<file path="config.mk">
export PLATFORM = sky130hd
export DESIGN_NAME = fpa_div_cell
export DESIGN_NICKNAME = d
export VERILOG_FILES = /design/src/rtl/fpa_pkg.sv /design/src/rtl/fpa_div_cell.sv
export SDC_FILE = /design/constraint.sdc
export NUM_CORES = 1
export LEC_CHECK = 0
export BUFFER_PORTS_ARGS = -buffer_cell sky130_fd_sc_hd__buf_2
export CAP_MARGIN = 20
export CORE_AREA = 2 2 161 163
export CTS_CLUSTER_DIAMETER = 150
export DETAILED_ROUTE_END_ITERATION = 8
export DIE_AREA = 0 0 163 165
export GPL_ROUTABILITY_DRIVEN = 0
export GPL_TIMING_DRIVEN = 0
export PLACE_DENSITY = 0.72
export SLEW_MARGIN = 20
export SYNTH_ARGS = -nofsm -noshare
export SYNTH_HDL_FRONTEND = slang
export SYNTH_SLANG_ARGS = --single-unit
</file>
<file path="constraint.sdc">
create_clock -name clk -period 3.86 [get_ports clk]
set_input_delay 0.193 -clock clk [delete_from_list [all_inputs] [get_ports clk]]
set_output_delay 0.193 -clock clk [all_outputs]
set_load 0.01 [all_outputs]
</file>
<file path="src/rtl/fpa_pkg.sv">
// fpa_pkg: shared types, action codes and constants for the fixed-point alu
// no dependencies
`default_nettype none
package fpa_pkg;

  localparam int unsigned DataW        = 32;
  localparam int unsigned FracBitsDflt = 8;

  typedef enum logic [3:0] {
    ACT_ADD      = 4'd0,
    ACT_SUB      = 4'd1,
    ACT_MUL      = 4'd2,
    ACT_DIV      = 4'd3,
    ACT_MIN      = 4'd4,
    ACT_MAX      = 4'd5,
    ACT_INC      = 4'd6,
    ACT_DEC      = 4'd7,
    ACT_FROM_INT = 4'd8,
    ACT_TO_INT   = 4'd9
  } action_t;

  typedef struct packed {
    logic [3:0]        action;
    logic signed [31:0] operand_a;
    logic signed [31:0] operand_b;
  } in_item_t;

  typedef struct packed {
    logic signed [31:0] result;
    logic              a_less;
    logic              a_equal;
    logic              a_greater;
    logic              overflow;
    logic              div_by_zero;
  } out_item_t;

  // control word carried along the divider cell row
  typedef struct packed {
    logic       vld;
    logic       is_div;
    logic       neg;
    logic       dz;
  } div_ctl_t;

endpackage
`default_nettype wire

</file>
<file path="src/rtl/fpa_div_cell.sv">
// fpa_div_cell: one restoring-division step of the divider row, registered
// depends on fpa_pkg
`default_nettype none
module fpa_div_cell #(
  parameter int unsigned NumW = 49,
  parameter int unsigned DenW = 33
) (
  input  wire logic              clk,
  input  wire logic              rst_n,
  input  wire logic              en,
  input  wire logic [NumW-1:0]   num_i,
  input  wire logic [DenW-1:0]   den_i,
  input  wire logic [NumW-1:0]   quo_i,
  input  wire logic [DenW-1:0]   rem_i,
  input  wire fpa_pkg::div_ctl_t ctl_i,
  input  wire logic [31:0]       alt_i,
  input  wire logic              aovf_i,
  input  wire logic [2:0]        cmp_i,
  output logic [NumW-1:0]        num_o,
  output logic [DenW-1:0]        den_o,
  output logic [NumW-1:0]        quo_o,
  output logic [DenW-1:0]        rem_o,
  output fpa_pkg::div_ctl_t      ctl_o,
  output logic [31:0]            alt_o,
  output logic                   aovf_o,
  output logic [2:0]             cmp_o
);
  // remainder shifts in the next numerator bit, subtracts the divisor if it fits
  logic [DenW:0]      rem_sh;
  logic [DenW:0]      diff;
  logic               fits;
  logic [DenW-1:0]    rem_nxt;

  assign rem_sh  = {rem_i, num_i[NumW-1]};
  assign diff    = rem_sh - {1'b0, den_i};
  assign fits    = !diff[DenW];
  assign rem_nxt = fits ? diff[DenW-1:0] : rem_sh[DenW-1:0];

  always_ff @(posedge clk) begin
    if (!rst_n) begin
      ctl_o <= '0;
    end else if (en) begin
      ctl_o <= ctl_i;
    end
  end

  always_ff @(posedge clk) begin
    if (en) begin
      num_o  <= {num_i[NumW-2:0], 1'b0};
      den_o  <= den_i;
      quo_o  <= {quo_i[NumW-2:0], fits};
      rem_o  <= rem_nxt;
      alt_o  <= alt_i;
      aovf_o <= aovf_i;
      cmp_o  <= cmp_i;
    end
  end
endmodule
`default_nettype wire

</file>
==> results.cfg, run 1 <==
[outcome]
outcome = complete, no violations

[route]
drcViolationCount = 0
antenna_left = 0
routed_via_density = 4.68
drt-pass1-iter-count = 5
drt_iter0_markers = 401
via_count = 7121
routedWlPerCell_um = 18.8
drt-total-wl_mm = 28.5

[clocking]
cts_tree = yes
cts_max_level = 1
clk_latency_ns = 0.51
numCtsBuffers = 23
cts_setup_buffers = 0
cts_buffer_depth = 3
cts_root_buffer = clkbuf_16
cts.reportedPaths.clkPinSlew_ns = 0.06
numClockSinks = 203

[sta]
report.final.slew_viol_count = 0
fin_skew_ns = 0
rsz0062_at_grt = no
finalHoldViolations = 0
finalCritPeriodShare = 0.893
finalCriticalPeriod_ns = 3.45
worst_pin_slew_ns = 0.805
layout_setup_ws_ns = 0.414
whs_ns = 0.0191
slew_headroom = 0.463
fmax_mhz = 290
setup_viol_count_final = 0

[place]
pre_cts_ws_ns = 0.410
io_buffers = 408
hpwl_mm = 19.3
dp.cells = 1290
dpl-instance-area_sq_mm = 0.0112

[floorplanning]
num_rows = 58
core_sq_mm = 0.0250
die_x_um = 163
die-area_sq_mm = 0.0269
start_util = 0.347
ios = 411
die_h_um = 165

[critical_path]
critPathArrivalTime_ns = 3.69
endpoint_kind = flip-flop
required_ns = 4.11
critPathKind = input port to flip-flop
worst_setup_path_start_kind = input port
cp_max_fo = 10

[grt]
antenna_found_initial = 3
grt_max_degree = 104
grt_pass1_vias = 7324
overflow = 0
track_usage = 0.199
grt_pass1_wl_mm = 40.3

[synthesis]
synthTopCellsByArea = edfxtp_1, ha_1, mux2_4
synth_ff_type = edfxtp_1
syn_inst = 551
synth_edf_count = 199
synth_fp_nets = 792
ys_warn_count = 0
syn-cell-area_sq_mm = 0.00868
synth_cell_types = 58
ys_seq_area_frac = 0.697
synthTopCellsByCount = edfxtp_1, inv_1, ha_1
synth_largest_area_cell = edfxtp_1
async_flop_share = 0
synth_top_area_frac = 0.688
synth.most_common_cell = edfxtp_1
syn_avg_cell_area_sq_um = 15.8
yosys_register_bits = 203

[final_layout]
nets = 1413
final_area_sq_mm = 0.0138
stdcell_count = 1520
area_growth_pct = 59.0
drive_gt1_frac = 0.402

[power_and_ir_drop]
p_per_area_mw_per_mm2 = 438
vdd_drop_max_mv = 0.305
leakage_nw = 6.16

[job]
cap_violations = 0

[hold_path]
hp-class = input port to flip-flop
where the power goes:
group / internal [mW] / leakage, nW / switching (mW)
logic: 0.571 / 3.82 / 0.591
registers: 2.66 / 1.98 / 0.0566
clock network: 1.30 / 0.366 / 0.876
total: 4.53 / 6.16 / 1.52
final timing paths:
check                                            from                     to  slack, ns  cells past startpoint
worst min-delay path                        rem_i[13]    rem_o[14]$_DFFE_PP_       0.02                      2
worst min register to register  ctl_o[1]$_SDFFE_PN0P_  ctl_o[1]$_SDFFE_PN0P_       0.54                      2
worst max-delay path                         den_i[7]    rem_o[10]$_DFFE_PP_       0.41                     15
worst max register to register  ctl_o[3]$_SDFFE_PN0P_  ctl_o[3]$_SDFFE_PN0P_       2.70                      3
repair_timing:
item / in CTS / in global routing
endpoints found under the setup margin: 0 / 0
endpoints found under the hold margin: 186 / 0
hold buffers: 187 / 0
resized for setup: 0 / 0
critical path: stages:
cell           delay (ns)
dlygate4sd3_1        0.52
buf_2                0.12
inv_1                0.05
ha_1                 0.38
a41oi_2              0.24
o221ai_2             0.14
a21o_1               0.19
a211o_1              0.38
a21oi_4              0.27
o2111ai_2            0.25
o211a_1              0.18
buf_6                0.16
inv_8                0.11
buf_8                0.18
mux2_4               0.32
flip-flops by register name (all words and copies together), names as in the netlist:
signal and flops:
quo_o 49, num_o 48, den_o 33, rem_o 33, alt_o 32, ctl_o 4, cmp_o 3, aovf_o 1
cell type report:
cell class	count	area [sq um]
fill	2002	11200
clock inverter	17	176
multi-input combinational	294	2380
clock buffer	24	579
tap	330	413
inverter	44	173
timing repair buffer	596	3950
antenna	2	5.00
buffer	10	71.3
sequential	203	6060
metal layers:
metal | track usage | part of all wire
met5 | 0 | 0.00046
met4 | 0.0784 | 0.033
met3 | 0.0457 | 0.072
met2 | 0.370 | 0.52
met1 | 0.221 | 0.38
layout by cell type (no fill, tap or decap), drive strengths merged, types with 13 or more instances in the layout:
master	n
buf	413
edfxtp	199
dlygate4sd3	187
inv	47
ha	33
a21o	31
clkbuf	30
mux2	26
a21oi	25
nor2	19
o21ai	19
nand2	15
xnor2	13
cell families after synthesis:
kind of cell,Yosys count,share of synthesized area
buffers and inverters,54,0.0281
and+or+nand+nor,80,0.0480
adders and majority gates,34,0.0499
xor gates and xnor gates,23,0.0232
DFF,203,0.697
AOI/OAI and AO/OA,123,0.103
other,1,0.000432
muxes,33,0.0500
metrics by stage:
stage | utilization | TNS [ns] | power, mW
detailed placement | 0.446 | 0 | 3.75
global route | 0.552 | 0 | 6.29
floorplan | - | 0 | 3.28
global placement | 0.445 | -0.850 | 3.74
finish | 0.552 | 0 | 6.05
CTS | 0.551 | 0 | 6.09
(Power assumes the default switching activity.)
==> run 2, diff against run 1 <==
- BUFFER_PORTS_ARGS: -buffer_cell sky130_fd_sc_hd__buf_2 -> -buffer_cell sky130_fd_sc_hd__clkbuf_2
==> run 2 against run 1 <==
Wire length decreased by 3.0%. Critical path type unchanged. Die area unchanged. Combinational power about the same. Clock skew unchanged. Clock power decreased by 11%. First-iteration DRC count increased by 20%. Maximum frequency decreased by 1.8%. Register-to-register slack got worse by 0.07 ns. Global-route usage decreased by 0.47 points. Final cell count decreased by 0.26%.
==> results.cfg, run 2 (same netlist as run 1, synthesis figures left out) <==
[sta]
finalCriticalPeriod_ns = 3.51
report.final.slew_viol_count = 0
rsz0062_at_grt = no
finalHoldViolations = 0
slew_headroom = 0.543
worst_pin_slew_ns = 0.677
whs_ns = 0.00527
setup_viol_count_final = 0
final.setup.tns_ns = 0
finalCritPeriodShare = 0.909
fin_skew_ns = 0
fmax_mhz = 285

[route]
routedWlPerCell_um = 18.3
drt-total-wl_mm = 27.7
antenna_left = 0
via_count = 7141
drcViolationCount = 0
drt-pass1-iter-count = 4
routed_via_density = 4.71
drt_iter0_markers = 482

[clocking]
cts_tree = yes
cts_root_buffer = clkbuf_16
numClockSinks = 203
cts.reportedPaths.clkPinSlew_ns = 0.05
numCtsBuffers = 23
cts_buffer_depth = 3
cts_max_level = 1
cts_setup_buffers = 0
clk_latency_ns = 0.50

[grt]
track_usage = 0.195
grt_pass1_wl_mm = 39.4
antenna_found_initial = 4
grt_max_degree = 98
overflow = 0
grt_pass1_vias = 7171

[power_and_ir_drop]
pwr-share-clk = 0.333
leakage_nw = 6.20
vdd_drop_max_mv = 0.323
switchingPower_mw = 1.49
seqPwrFrac = 0.468
intPower_mw = 4.32
pwr-share-comb = 0.199
swShare = 0.257
p_per_area_mw_per_mm2 = 424

[critical_path]
reg2reg_slack_ns = 2.63
critPathArrivalTime_ns = 3.76
cp.depth = 16
cp_max_fo = 10
cp_cell_sequence = dlygate4sd3_1, clkbuf_2, inv_1, ha_1, clkbuf_1, a21o_1, a21o_1, a221oi_1, o21ai_0, nand2_1, o2111ai_2, o211a_1, buf_6, inv_8, buf_8, mux2_4
slowest_delay_ns = 0.55
endpoint_kind = flip-flop
endpoint = rem_o[10]$_DFFE_PP_
critPathKind = input port to flip-flop
reg2reg_from = ctl_o[0]$_SDFFE_PN0P_
worst_setup_path_start_kind = input port
worstReg2RegEnd = ctl_o[0]$_SDFFE_PN0P_
required_ns = 4.11
critPathLaunch = den_i[18]
slowest_stage = dlygate4sd3_1
cp_common_cell = a21o_1
cp_top_family = compound AO/OA/AOI/OAI gates
cp_num_buf_inv = 7
reg2reg_depth = 3

[floorplanning]
core_sq_mm = 0.0250
num_rows = 58
ios = 411
die-area_sq_mm = 0.0269
start_util = 0.347
die_x_um = 163
die_h_um = 165

[final_layout]
drive_gt1_frac = 0.400
layout_commonest_cell = clkbuf_2
area_growth_pct = 57.8
top_register = quo_o
largest_reg_flops = 49
largestRegisters = quo_o x49, num_o x48
final_cell_mix = clkbuf_2, edfxtp_1, dlygate4sd3_1, inv_1, ha_1
fin_util = 0.547
nets = 1410

[outcome]
outcome = complete, no violations

[hold_path]
hp-class = input port to flip-flop

[place]
hpwl_mm = 19.4
io_buffers = 408

[job]
cap_violations = 0
run 2: cell count changes in the layout (fill, tap and decap cells not counted), moves of 2 or more:
| cell | change |
|---|---|
| diode_2 | +2 |
| clkbuf_1 | +4 |
| clkbuf_2 | +407 |
| clkinv_4 | +2 |
| buf_2 | -407 |
| bufinv_16 | -3 |
| dlygate4sd3_1 | -4 |
| clkinv_1 | -2 |
run 2: worst reg2reg max path, delay by kind of cell, from the launching register on:
kind	cells	cell delay, ns
muxes	1	0.16
DFF	1	0.32
buffers and inverters	1	0.56
and+or+nand+nor	1	0.07
run 2: power groups by stage:
stage	registers [mW]	clock network (mW)	logic [mW]
2_1_floorplan	2.87	0	0.411
3_3_place_gp	2.77	0	0.977
3_5_place_dp	2.76	0	0.996
4_1_cts	2.72	1.98	1.15
5_1_grt	2.74	2.07	1.25
6_report	2.72	1.94	1.16
run 2: per-stage QoR:
step	cell area, sq um	total power [mW]	setup slack, ns	std cells
2_1_floorplan	8680	3.28	0.937	551
3_3_place_gp	11100	3.75	-0.548	1289
3_5_place_dp	11200	3.76	0.394	1291
4_1_cts	13700	5.85	0.371	1512
5_1_grt	13700	6.06	0.169	1515
6_report	13700	5.81	0.350	1516
run 2: per-layer routing:
metal / share of wire / vias up / track usage
met3: 0.088 / 73 / 0.0648
met5: 0 / - / 0
met2: 0.51 / 307 / 0.350
li1: - / 3357 / -
met1: 0.36 / 3404 / 0.212
met4: 0.036 / 0 / 0.0772
run 2: repair_timing:
action                                 4_1_cts  5_1_grt
resized for setup                            0        0
endpoints found under the hold margin      179        0
hold buffers                               183        0
run 2: worst min-delay path by stage:
stage,from,endpoint,slack (ns),cells past startpoint
2_1_floorplan,alt_i[0],alt_o[0]$_DFFE_PP_,0.29,0
6_report,rem_i[1],rem_o[2]$_DFFE_PP_,0.005,2
5_1_grt,rem_i[19],rem_o[20]$_DFFE_PP_,0.003,2
3_5_place_dp,quo_i[13],quo_o[14]$_DFFE_PP_,0.37,1
3_3_place_gp,alt_i[12],alt_o[12]$_DFFE_PP_,0.37,1
4_1_cts,rem_i[19],rem_o[20]$_DFFE_PP_,0.002,2
run 2: layout make-up:
type / count / area (sq um)
Fill cell: 2006 / 11300
Sequential cell: 203 / 6060
Timing Repair Buffer: 593 / 3940
Multi-Input combinational cell: 294 / 2380
Clock buffer: 28 / 594
Tap cell: 330 / 413
Inverter: 44 / 173
Buffer: 10 / 71.3
Clock inverter: 10 / 63.8
Antenna cell: 4 / 10.0
==> run 3, diff against run 2 <==
--- a/config.mk
+++ b/config.mk
@@ -8,11 +8,12 @@
 export BUFFER_PORTS_ARGS = -buffer_cell sky130_fd_sc_hd__clkbuf_2
 export CAP_MARGIN = 20
-export CORE_AREA = 2 2 161 163
+export CORE_AREA = 2 2 159 161
+export CTS_BUF_LIST = sky130_fd_sc_hd__clkbuf_2 sky130_fd_sc_hd__clkbuf_4 sky130_fd_sc_hd__clkbuf_8
 export CTS_CLUSTER_DIAMETER = 150
 export DETAILED_ROUTE_END_ITERATION = 8
-export DIE_AREA = 0 0 163 165
+export DIE_AREA = 0 0 161 163
 export GPL_ROUTABILITY_DRIVEN = 0
 export GPL_TIMING_DRIVEN = 0
-export PLACE_DENSITY = 0.72
+export PLACE_DENSITY = 0.74
 export SLEW_MARGIN = 20
 export SYNTH_ARGS = -nofsm -noshare
==> constraint.sdc (replaced) <==
create_clock -name clk -period 3.86 [get_ports clk]
set_input_delay 0.193 -clock clk [delete_from_list [all_inputs] [get_ports clk]]
set_output_delay 0.193 -clock clk [all_outputs]
set_load 0.005 [all_outputs]
==> run 3 against run 2 <==
Worst hold slack improved by 0.051 ns. Clock power is 18% higher. Combinational power down 5%. Wire length grew 4.7%. Worst setup slack worse by 0.045 ns. Final cell count up 2.1%. Global-route usage increased by 1.8 points. Non-clock buffer count up 11. Highest routed layer unchanged. Critical endpoint is now rem_o[15]$_DFFE_PP_. Clock skew unchanged.
==> results.cfg, run 3 (same netlist as run 1, synthesis figures left out) <==
[outcome]
outcome = complete, no violations

[final_layout]
top_register = quo_o
area_growth_pct = 60.7
largest_reg_flops = 49
layout_commonest_cell = clkbuf_2
num_antenna_cells = 0
drive_gt1_frac = 0.411
nets = 1434
final_cell_mix = clkbuf_2, edfxtp_1, dlygate4sd3_1, inv_1, clkbuf_8
largestRegisters = quo_o x49, num_o x48

[grt]
track_usage = 0.213
gr-usage-met3 = 0.0451
grt_pass1_wl_mm = 42.7
overflow = 0
met2_usage = 0.381
antenna_found_initial = 0
use_met1 = 0.247
grt_pass1_vias = 7712
busiest_layer = met2
grt_max_degree = 103

[critical_path]
endpoint_kind = flip-flop
worst_setup_path_start_kind = input port
reg2reg_slack_ns = 2.68
critPathArrivalTime_ns = 3.82
cp_max_fo = 10
critPathLaunch = den_i[7]
required_ns = 4.12
critPathKind = input port to flip-flop
endpoint = rem_o[15]$_DFFE_PP_
worstReg2RegEnd = ctl_o[3]$_SDFFE_PN0P_
reg2reg_from = ctl_o[3]$_SDFFE_PN0P_
reg2reg_depth = 3

[place]
pre_cts_ws_ns = 0.396
io_buffers = 408
hpwl_mm = 19.0

[floorplanning]
num_rows = 58
die_h_um = 163
start_util = 0.352
core_sq_mm = 0.0247
die_x_um = 161
die-area_sq_mm = 0.0262
ios = 411

[power_and_ir_drop]
intPower_mw = 4.60
switchingPower_mw = 1.51
swShare = 0.247
totalPowerFinal_mw = 6.12
leakage_nw = 6.34
seqPwrFrac = 0.446
p_per_area_mw_per_mm2 = 438
pwr-share-comb = 0.180
pwr-share-clk = 0.374
vdd_drop_max_mv = 0.242

[sta]
whs_ns = 0.0562
finalHoldViolations = 0
report.final.slew_viol_count = 0
finalCriticalPeriod_ns = 3.56
rsz0062_at_grt = no
slew_headroom = 0.438
fin_skew_ns = 0
worst_pin_slew_ns = 0.822
final.setup.tns_ns = 0
setup_viol_count_final = 0
layout_setup_ws_ns = 0.305
finalCritPeriodShare = 0.921
fmax_mhz = 281

[clocking]
numCtsBuffers = 36
cts_buffer_depth = 3
clk_latency_ns = 0.51
ctsResizeCount = 0
cts_setup_buffers = 0
cts_max_level = 2
cts.reportedPaths.clkPinSlew_ns = 0.06
numClockSinks = 203
cts_root_buffer = clkbuf_8
cts_tree = yes

[route]
antenna_left = 0
drcViolationCount = 0
drt-pass1-iter-count = 5
routedWlPerCell_um = 18.7
drt_iter0_markers = 498
via_count = 7364
drt-total-wl_mm = 29.0
routed_via_density = 4.76

[hold_path]
min_path_cells = 3
hp-class = input port to flip-flop

[job]
cap_violations = 0
[run 3: layout make-up]
type                       instances  area [sq um]
fill                            1934         10700
sequential                       203          6060
timing repair buffer             604          4050
multi-input combinational        294          2380
clock buffer                      45           563
tap                              330           413
clock inverter                    18           244
inverter                          44           173
buffer                            10          71.3
[run 3: timing repair]
item | CTS | global route
hold buffers | 194 | 0
endpoints found under the hold margin | 193 | 0
endpoints found under the setup margin | 0 | 0
[run 3: worst min path at each step]
stage / start / slack (ns) / end
3_3_place_gp: alt_i[31] / 0.37 / alt_o[31]$_DFFE_PP_
5_1_grt: num_i[48] / 0.03 / rem_o[0]$_DFFE_PP_
4_1_cts: num_i[48] / 0.002 / rem_o[0]$_DFFE_PP_
6_report: num_i[48] / 0.06 / rem_o[0]$_DFFE_PP_
2_1_floorplan: alt_i[0] / 0.29 / alt_o[0]$_DFFE_PP_
3_5_place_dp: quo_i[24] / 0.37 / quo_o[25]$_DFFE_PP_
[run 3: routing by layer]
layer	up-vias	routed length (um)
met1	3570	11200
li1	3399	-
met2	320	14800
met3	75	1770
met5	-	0
met4	0	1170
[run 3: through the flow]
stage                     cell area, sq um  cells  utilization
after global routing                 14000   1548        0.565
after floorplan                       8680    551            -
after CTS                            14000   1548        0.565
after detailed placement             11200   1291        0.454
final                                14000   1548        0.565
after global placement               11100   1289        0.451
[run 3: power groups by stage]
| stage | clock network, mW | registers, mW | logic [mW] |
|---|---|---|---|
| CTS | 2.32 | 2.72 | 1.09 |
| global placement | 0 | 2.77 | 0.895 |
| detailed placement | 0 | 2.76 | 0.916 |
| finish | 2.29 | 2.73 | 1.10 |
| global route | 2.43 | 2.75 | 1.18 |
| floorplan | 0 | 2.79 | 0.410 |
[run 3: worst max-delay path: stages]
cell,delay [ns]
dlygate4sd3_1,0.52
clkbuf_2,0.12
inv_1,0.06
ha_1,0.40
a41oi_2,0.27
o221ai_2,0.15
a21o_1,0.19
a211o_1,0.38
a21oi_4,0.30
o2111ai_2,0.26
o211a_1,0.18
buf_6,0.15
inv_8,0.11
buf_8,0.18
mux2_4,0.33
